--- config.mk ---
export PLATFORM = sky130hd
export DESIGN_NAME = bounded_key_set
export DESIGN_NICKNAME = d
export VERILOG_FILES = /design/src/bks_pkg.sv /design/src/bounded_key_set.sv /design/src/bks_cell.sv
export SDC_FILE = /design/constraint.sdc
export NUM_CORES = 1
export LEC_CHECK = 0
export ABC_AREA = 0
export BUFFER_PORTS_ARGS = -buffer_cell sky130_fd_sc_hd__buf_4
export CORE_ASPECT_RATIO = 1.5
export CORE_UTILIZATION = 50
export CTS_BUF_LIST = sky130_fd_sc_hd__clkbuf_16
export DETAILED_ROUTE_END_ITERATION = 8
export PLACE_DENSITY = 0.73
export SYNTH_ARGS = -nofsm -noshare
export SYNTH_HDL_FRONTEND = slang
export SYNTH_SLANG_ARGS = --single-unit
--- constraint.sdc ---
create_clock -name clk -period 5.5 [get_ports clk]
set_input_delay 0.55 -clock clk [delete_from_list [all_inputs] [get_ports clk]]
set_output_delay 0.55 -clock clk [all_outputs]
set_load 0.05 [all_outputs]
--- src/bks_pkg.sv ---
// Package for the bounded key set: operation codes, stream widths and the
// control bundle that the top level drives into every cell of the chain.
// No dependencies.
`default_nettype none

package bks_pkg;

  // Operation codes carried in the low bits of the request.
  localparam logic [1:0] OP_ADD    = 2'd0;
  localparam logic [1:0] OP_REMOVE = 2'd1;
  localparam logic [1:0] OP_LOOKUP = 2'd2;

  // Field widths fixed by the stream format.
  localparam int unsigned OP_W    = 2;
  localparam int unsigned KEY_W   = 32;
  localparam int unsigned COUNT_W = 5;
  localparam int unsigned IN_W    = 40;
  localparam int unsigned OUT_W   = 8;

  // Control that goes to every cell at once.
  typedef struct packed {
    logic cmp_en;  // capture the match of the broadcast key
    logic add_en;  // the tail cell stores the broadcast key
    logic rem_en;  // cells at or above the hit take their upper neighbor's key
  } cell_ctrl_t;

endpackage

`default_nettype wire

--- src/bounded_key_set.sv ---
// Bounded key set: a chain of key cells with parallel compare. Depends on bks_pkg, bks_cell.
// For each request, the accept edge captures every cell's match and a later
// edge in the apply state updates the chain and loads the result register.
// A new request is taken only once the previous one has been applied; the apply
// step waits only while an older result still waits on out_tready.
// Reset (synchronous, rst_n low) empties the set, drops any pending result and holds off input.
`default_nettype none

module bounded_key_set #(
  parameter int unsigned CAPACITY  = 16,
  parameter int unsigned KEY_WIDTH = 32
) (
  input  wire                          clk,
  input  wire                          rst_n,
  input  wire                          in_tvalid,
  output logic                         in_tready,
  input  wire  [bks_pkg::IN_W-1:0]     in_tdata,   // [1:0] operation, [33:2] key
  output logic                         out_tvalid,
  input  wire                          out_tready,
  output logic [bks_pkg::OUT_W-1:0]    out_tdata   // [0] was_member, [1] status,
                                                   // [6:2] element_count
);

  // Only the low KEY_WIDTH bits of the key take part; the key field itself
  // is 32 bits wide, so a wider setting stores nothing more.
  localparam int unsigned STORE_W = (KEY_WIDTH < bks_pkg::KEY_W) ? KEY_WIDTH
                                                                 : bks_pkg::KEY_W;
  localparam int unsigned CNT_W   = $clog2(CAPACITY + 1);

  // The block alternates between taking a request and applying it.
  typedef enum logic [1:0] {
    ST_IDLE  = 2'b01,
    ST_APPLY = 2'b10
  } state_t;

  state_t                   state_r, state_nxt;
  logic [bks_pkg::OP_W-1:0] op_r, op_nxt;
  logic [STORE_W-1:0]       key_r, key_nxt;
  logic [CNT_W-1:0]         count_r, count_nxt;
  logic                     out_valid_r, out_valid_nxt;
  logic [bks_pkg::OUT_W-1:0] out_data_r, out_data_nxt;

  logic [bks_pkg::KEY_W-1:0] in_key;
  logic [STORE_W-1:0]        key_bcast;
  logic                      accept;
  logic                      can_apply;
  logic                      present;
  logic                      full;
  logic                      status;
  bks_pkg::cell_ctrl_t       ctrl;

  logic [CAPACITY:0]         hit;
  logic [STORE_W-1:0]        cell_key [CAPACITY];
  logic [CAPACITY-1:0]       occ;
  logic [CAPACITY-1:0]       tail;

  logic [CNT_W+4:0]                cnt_wide;
  logic [bks_pkg::COUNT_W-1:0]     elem_count;

  assign in_key    = in_tdata[bks_pkg::OP_W +: bks_pkg::KEY_W];
  // No request is taken while reset is held.
  assign in_tready = rst_n && (state_r == ST_IDLE);
  assign accept    = in_tvalid && in_tready;

  // The apply step waits only while an older result is still held.
  assign can_apply = (state_r == ST_APPLY) && (!out_valid_r || out_tready);

  // During the accept cycle the cells see the incoming key; afterwards they
  // see the latched one, which an add stores into the tail cell.
  assign key_bcast = in_tready ? in_key[STORE_W-1:0] : key_r;

  // A match anywhere in the chain ends up on the last hit signal.
  assign present = hit[CAPACITY];
  assign full    = (count_r == CNT_W'(CAPACITY));
  assign status  = (op_r == bks_pkg::OP_ADD) && !present && full;

  assign ctrl.cmp_en = accept;
  assign ctrl.add_en = can_apply && (op_r == bks_pkg::OP_ADD) && !present && !full;
  assign ctrl.rem_en = can_apply && (op_r == bks_pkg::OP_REMOVE) && present;

  assign hit[0] = 1'b0;

  // The chain: cell i holds the i-th oldest key. On a remove, every cell at or
  // above the matching one takes the key of its upper neighbor, closing the gap.
  for (genvar i = 0; i < CAPACITY; i++) begin : g_cell
    assign occ[i]  = (CNT_W'(i) < count_r);
    assign tail[i] = (CNT_W'(i) == count_r);

    if (i == CAPACITY - 1) begin : g_last
      bks_cell #(.STORE_W(STORE_W)) u_cell (
        .clk        (clk),
        .ctrl       (ctrl),
        .key_bcast  (key_bcast),
        .occ_in     (occ[i]),
        .tail_in    (tail[i]),
        .hit_in     (hit[i]),
        .nbr_key_in (cell_key[i]),
        .hit_out    (hit[i+1]),
        .key_out    (cell_key[i])
      );
    end else begin : g_mid
      bks_cell #(.STORE_W(STORE_W)) u_cell (
        .clk        (clk),
        .ctrl       (ctrl),
        .key_bcast  (key_bcast),
        .occ_in     (occ[i]),
        .tail_in    (tail[i]),
        .hit_in     (hit[i]),
        .nbr_key_in (cell_key[i+1]),
        .hit_out    (hit[i+1]),
        .key_out    (cell_key[i])
      );
    end
  end

  // Element count after the operation, shown modulo 32.
  always_comb begin
    count_nxt = count_r;
    if (ctrl.add_en) begin
      count_nxt = count_r + CNT_W'(1);
    end else if (ctrl.rem_en) begin
      count_nxt = count_r - CNT_W'(1);
    end
  end

  assign cnt_wide   = (CNT_W + 5)'(count_nxt);
  assign elem_count = cnt_wide[bks_pkg::COUNT_W-1:0];

  always_comb begin
    state_nxt     = state_r;
    op_nxt        = op_r;
    key_nxt       = key_r;
    out_valid_nxt = out_valid_r;
    out_data_nxt  = out_data_r;

    if (out_valid_r && out_tready) begin
      out_valid_nxt = 1'b0;
    end

    case (state_r)
      ST_IDLE: begin
        if (accept) begin
          op_nxt    = in_tdata[bks_pkg::OP_W-1:0];
          key_nxt   = in_key[STORE_W-1:0];
          state_nxt = ST_APPLY;
        end
      end
      ST_APPLY: begin
        if (can_apply) begin
          out_valid_nxt = 1'b1;
          out_data_nxt  = {1'b0, elem_count, status, present};
          state_nxt     = ST_IDLE;
        end
      end
      default: begin
        state_nxt = ST_IDLE;
      end
    endcase
  end

  always_ff @(posedge clk) begin
    if (!rst_n) begin
      state_r     <= ST_IDLE;
      count_r     <= '0;
      out_valid_r <= 1'b0;
    end else begin
      state_r     <= state_nxt;
      count_r     <= count_nxt;
      out_valid_r <= out_valid_nxt;
    end
  end

  always_ff @(posedge clk) begin
    op_r       <= op_nxt;
    key_r      <= key_nxt;
    out_data_r <= out_data_nxt;
  end

  assign out_tvalid = out_valid_r;
  assign out_tdata  = out_data_r;

endmodule

`default_nettype wire

--- src/bks_cell.sv ---
// One cell of the key chain: holds one key, compares it with the broadcast
// key and passes its key down to the cell below on a remove.
// Depends on bks_pkg.
`default_nettype none

module bks_cell #(
  parameter int unsigned STORE_W = 32
) (
  input  wire                     clk,
  input  wire bks_pkg::cell_ctrl_t ctrl,
  input  wire  [STORE_W-1:0]      key_bcast,   // key under test or to be stored
  input  wire                     occ_in,      // this cell holds a valid key
  input  wire                     tail_in,     // this cell is the first free one
  input  wire                     hit_in,      // a cell below matched
  input  wire  [STORE_W-1:0]      nbr_key_in,  // key of the cell above
  output logic                    hit_out,
  output logic [STORE_W-1:0]      key_out
);

  logic [STORE_W-1:0] key_r;
  logic [STORE_W-1:0] key_nxt;
  logic               match_r;
  logic               match_nxt;

  assign hit_out = hit_in | match_r;
  assign key_out = key_r;

  always_comb begin
    match_nxt = match_r;
    if (ctrl.cmp_en) begin
      match_nxt = occ_in && (key_r == key_bcast);
    end
  end

  always_comb begin
    key_nxt = key_r;
    if (ctrl.add_en && tail_in) begin
      key_nxt = key_bcast;
    end else if (ctrl.rem_en && hit_out) begin
      key_nxt = nbr_key_in;
    end
  end

  always_ff @(posedge clk) begin
    key_r   <= key_nxt;
    match_r <= match_nxt;
  end

endmodule

`default_nettype wire

==> impl_metrics.json, run 1 <==
{
  "status": "complete, no violations",
  "cp_max_fo": 47,
  "clock_latency_ns": 0.63,
  "diodes": 0,
  "layout_setup_ws_ns": 1.21,
  "yosys_warnings": 0,
  "synth.avg_cell_area_um2": 10.8,
  "ir_drop_mv": 0.229,
  "swShare": 0.260,
  "clock_skew_ns": 0.0239,
  "drive_gt1_frac": 0.104,
  "p_int_w": 0.00713,
  "cts.sinks": 577,
  "drc": 0,
  "vias": 23200,
  "post_cts_buffers": 0,
  "synth_area_leaders": "edfxtp_1, xnor2_1, o21ai_0",
  "setup_viol_count_final": 0,
  "tightest_slew_ns": 1.37,
  "dieArea_mm2": 0.0620,
  "synthDistinctLibCells": 69,
  "yosysTopAreaCell": "edfxtp_1",
  "final_cell_mix": "edfxtp_1, nand2_1, xnor2_1",
  "p_switching_w": 0.00251,
  "clkPwrFrac": 0.387,
  "grt_pass1_vias": 22400,
  "routed_wl_um": 112000,
  "worstPathArrival_ns": 4.62,
  "cts_root_buf": "clkbuf_16",
  "rsz0062_at_grt": "false",
  "port_buffers": 46,
  "synth-edff-count": 569,
  "maxCapViolCount": 0,
  "synthArstFlopShare": 0,
  "leakagePower_nw": 11.7,
  "total_power_w": 0.00963,
  "fp.dieW_um": 204,
  "post_cts_resized": 0,
  "max_freq_mhz": 233,
  "start_util": 0.507,
  "final_common_cell": "edfxtp_1",
  "postCtsHoldBufs": 0,
  "comb_power_share": 0.110,
  "hold_violations": 0,
  "required_ns": 5.83,
  "ys_seq_area_frac": 0.566,
  "die_h_um": 304,
  "hpwlAfterDp_um": 81200,
  "fin_crit_ns": 4.29,
  "nNetsFinal": 2853,
  "syn_area_mm2": 0.0305,
  "ys.flop_type": "edfxtp_1",
  "cts_tree": "done",
  "ios": 54,
  "area_growth_pct": 10.5,
  "grt_max_degree": 66,
  "slew_headroom": 0.0898,
  "syn_nets": 2871,
  "grt_usage": 0.360,
  "cts-htree-levels": 2,
  "grt_pass1_wl_um": 158000,
  "start_kind": "flop",
  "critPathKind": "reg2reg",
  "fin_tns_setup_ns": 0,
  "yosys.area.top_type_share": 0.561,
  "rows": 110,
  "pre_cts_slack_ns": 1.18,
  "antenna_found_initial": 3,
  "viasPerCell": 6.40,
  "power_density_mw_per_mm2": 286,
  "final_antenna_net_count": 0,
  "numCtsBuffers": 55,
  "clk_path_buf_depth": 3,
  "timing.hold.ws_ns": 0.102,
  "gr-total-overflow": 0,
  "dr.pass1.iters": 8,
  "clk_pin_slew_ns": 0.07,
  "hold_path.class": "in2reg",
  "syn_inst": 2822,
  "gp_congestion": 1.03,
  "drt_iter0_markers": 2960,
  "cp-end-kind": "flop",
  "final_max_slew_viol_count": 0,
  "core-area_mm2": 0.0601,
  "ys_seq_elements": 577,
  "fill_cells": 4978,
  "seqPwrFrac": 0.503,
  "wl_per_cell_um": 30.8,
  "period_share": 0.780
}
==> synth_stat cells (4+ instances only) <==
cell type and instances:
a2111oi_0 6, o2111ai_1 10, mux2i_2 10, a21oi_2 18, dfxtp_1 8, a211oi_1 5
edfxtp_1 569, xor2_1 47, o221ai_1 12, and2_1 12, buf_2 88, clkbuf_1 113
nor4_1 96, nand2_1 485, nor2b_1 7, mux2i_1 16, buf_4 6, a221oi_1 8
a222oi_1 11, or4_1 7, nor2_1 57, nand2b_1 6, a21oi_1 32, a31oi_1 5
mux2i_4 6, or2_2 4, nand3_1 16, buf_6 9, nand4_1 45, nor3_1 17
clkinv_1 6, o31ai_1 4, inv_1 88, o22ai_1 27, ha_1 5, o21ai_1 82
xnor2_1 438, o211ai_1 8, o21ai_0 384, a22oi_1 9
==> critical path, stage by stage (launching register included) <==
cell and delay [ns]:
edfxtp_1 0.43, or4_4 0.63, or4b_1 0.80, nor3_4 0.43, buf_4 0.32, nand3_2 0.34
buf_4 0.41, o21ai_0 0.60
==> path summary, 6_finish.rpt <==
path / from / cells after the start / slack (ns) / end
worst min register to register: g_cell[6].g_mid.u_cell.key_out[24]$_DFFE_PP_ / 2 / 0.58 / g_cell[5].g_mid.u_cell.key_out[24]$_DFFE_PP_
worst min-delay path: in_tdata[0] / 1 / 0.10 / op_r[0]$_DFFE_PP_
worst max register to register: g_cell[1].g_mid.u_cell.match_r$_DFFE_PP_ / 7 / 1.21 / g_cell[12].g_mid.u_cell.key_out[1]$_DFFE_PP_
worst max-delay path: g_cell[1].g_mid.u_cell.match_r$_DFFE_PP_ / 7 / 1.21 / g_cell[12].g_mid.u_cell.key_out[1]$_DFFE_PP_
==> flip-flops by register name, indices dropped and copies added (netlist names) <==
register                      count
g_cell.g_last.u_cell.match_r      1
count_r                           5
g_cell.g_mid.u_cell.match_r      15
out_tdata                         7
out_tvalid                        1
op_r                              2
state_r                           2
g_cell.g_mid.u_cell.key_out     480
key_r                            32
g_cell.g_last.u_cell.key_out     32
==> power groups by stage <==
stage          clock network, W  logic (W)  registers, W
6_report                0.00373    0.00106       0.00485
5_1_grt                 0.00388    0.00107       0.00485
4_1_cts                 0.00373    0.00102       0.00485
3_5_place_dp                  0    0.00102       0.00494
3_3_place_gp                  0    0.00101       0.00494
2_1_floorplan                 0   0.000563       0.00492
==> final cells by class <==
cell class	instances	area, um2	area share
Tap cell	784	981	0.0291
Timing Repair Buffer	143	1160	0.0345
Clock buffer	59	1480	0.0438
Inverter	95	359	0.0107
Sequential cell	577	17200	0.512
Clock inverter	43	235	0.00698
Multi-Input combinational cell	1932	12200	0.363
==> per-layer routing <==
metal	global-route usage	vias to the layer above	wire, um
met5	0	-	0
met4	0.339	0	13000
met3	0.0576	479	10200
met2	0.577	1554	51900
met1	0.408	11200	37000
li1	-	10000	-
==> metrics by stage <==
step / instances / util / area [um2]
2_1_floorplan: 2822 / - / 30500
3_3_place_gp: 3531 / 0.531 / 32000
3_5_place_dp: 3531 / 0.531 / 32000
4_1_cts: 3633 / 0.560 / 33700
5_1_grt: 3633 / 0.560 / 33700
6_report: 3633 / 0.560 / 33700
==> logic make-up (layout without fill, tap and decap cells) <==
logic type               after synthesis  count (layout)  share of synthesized area
AO/OA/AOI/OAI                        644             644                      0.120
multiplexers                          32              32                     0.0142
flip-flops                           577             577                      0.566
other                                  1               1                   0.000123
adder cells (fa/ha/maj)                5               5                    0.00205
buffers and inverters                313             340                     0.0451
AND/OR/NAND/NOR                      765             765                      0.113
XOR/XNOR                             485             485                      0.139
Power figures use the tool's default switching activity.
==> inputs of run 2 (changes only) <==
clock period = 4.5 ns   (was 5.5 ns; I/O delays follow)
==> impl_metrics.json, run 2 (synthesis gave the netlist of run 1 again) <==
{
  "rows": 110,
  "ios": 54,
  "layout_setup_ws_ns": 0.610,
  "hold_violations": 0,
  "maxCapViolCount": 0,
  "cts-htree-levels": 2,
  "pre_cts_slack_ns": 0.601,
  "final_cell_mix": "edfxtp_1, nand2_1, xnor2_1",
  "cp_slowest_cell": "mux2i_4",
  "final_antenna_net_count": 0,
  "hpwlAfterDp_um": 78300,
  "cts_root_buf": "clkbuf_16",
  "worstPathArrival_ns": 4.36,
  "clk_path_buf_depth": 3,
  "dr.pass1.iters": 9,
  "dieArea_mm2": 0.0620,
  "required_ns": 4.97,
  "hold_path.class": "in2reg",
  "clock_skew_ns": 0.0271,
  "dp.cells": 3539,
  "die_h_um": 304,
  "nNetsFinal": 2869,
  "period_share": 0.865,
  "leakagePower_nw": 11.8,
  "fin_tns_setup_ns": 0,
  "drive_gt1_frac": 0.108,
  "clk_pin_slew_ns": 0.07,
  "wl_per_cell_um": 29.6,
  "start_kind": "flop",
  "routed_wl_um": 108000,
  "gp_congestion": 1.00,
  "drt_iter0_markers": 2901,
  "area_growth_pct": 11.4,
  "numCtsBuffers": 56,
  "clock_latency_ns": 0.65,
  "path_cells": "nand3b_2 -> inv_4 -> buf_12 -> mux2i_4 -> inv_1 -> xnor2_1 -> nand4_1 -> nor4_1 -> and4_1",
  "multiInputGateArea_mm2": 0.0122,
  "power_density_mw_per_mm2": 352,
  "core-area_mm2": 0.0601,
  "cp.buffers_inverters": 3,
  "grt_pass1_wl_um": 153000,
  "cp-end-kind": "flop",
  "critPathKind": "reg2reg",
  "ir_drop_mv": 0.313,
  "gr-total-overflow": 0,
  "antenna_found_initial": 4,
  "total_power_w": 0.0120,
  "drc": 0,
  "max_freq_mhz": 257,
  "instances_no_fill": 3650,
  "vias": 22800,
  "cp_top_family": "simple AND/OR/NAND/NOR gates",
  "port_buffers": 46,
  "diodes": 0,
  "fill_cells": 5007,
  "rsz0062_at_grt": "false",
  "fin_crit_ns": 3.89,
  "final_max_slew_viol_count": 0,
  "cpPeakStageDelay_ns": 0.96,
  "cts_tree": "done",
  "start_util": 0.507,
  "status": "complete, no violations",
  "slew_headroom": 0.231,
  "cts.sinks": 577,
  "cp_max_fo": 26,
  "tightest_slew_ns": 1.15,
  "largest_register_ffs": 480,
  "grt_usage": 0.349,
  "setup_viol_count_final": 0,
  "fp.dieW_um": 204,
  "grt_pass1_vias": 22100,
  "final_common_cell": "edfxtp_1",
  "grt_max_degree": 66,
  "viasPerCell": 6.25,
  "regArea_mm2": 0.0172
}
[run 2: report_power, final]
part	internal, W	switching [W]	total (W)
Sequential	0.00588	0.0000466	0.00592
Clock	0.00263	0.00213	0.00476
Combinational	0.000426	0.000862	0.00129
Total	0.00893	0.00304	0.0120
[run 2: final cells by class]
type,count,share of cell area
inverters,95,0.0106
multi-input cells,1932,0.360
well taps,784,0.0289
flip-flops and latches,577,0.508
clock buffers,60,0.0442
clock inverters,44,0.00940
repair buffers,158,0.0391
[run 2: repair_timing]
action	CTS	global route
hold buffers	7	0
buffers inserted	0	0
gates resized for setup	0	0
endpoints found under the hold margin	7	0
[run 2: metrics by stage]
stage | hold slack (ns) | instance area (um2) | util
final | 0.0404 | 33900 | 0.564
after global routing | 0.0367 | 33900 | 0.564
after CTS | 0.0168 | 33900 | 0.564
after global placement | 0.533 | 32100 | 0.533
after detailed placement | 0.562 | 32100 | 0.533
after floorplan | 0.497 | 30500 | -
[run 2: routing by layer]
metal	vias up	GRT usage	wire length, um
met5	-	0	13
met1	11000	0.385	35900
met3	453	0.0572	8610
met4	2	0.338	12700
li1	10000	-	-
met2	1318	0.567	50800
[run 2: final timing paths]
kind | depth (start not counted) | start | endpoint | slack [ns]
max | 9 | state_r[1]$_SDFFE_PN0P_ | g_cell[8].g_mid.u_cell.match_r$_DFFE_PP_ | 0.61
min | 1 | in_tdata[8] | key_r[6]$_DFFE_PP_ | 0.04
max reg2reg | 9 | state_r[1]$_SDFFE_PN0P_ | g_cell[8].g_mid.u_cell.match_r$_DFFE_PP_ | 0.61
min reg2reg | 2 | g_cell[10].g_mid.u_cell.key_out[7]$_DFFE_PP_ | g_cell[9].g_mid.u_cell.key_out[7]$_DFFE_PP_ | 0.57
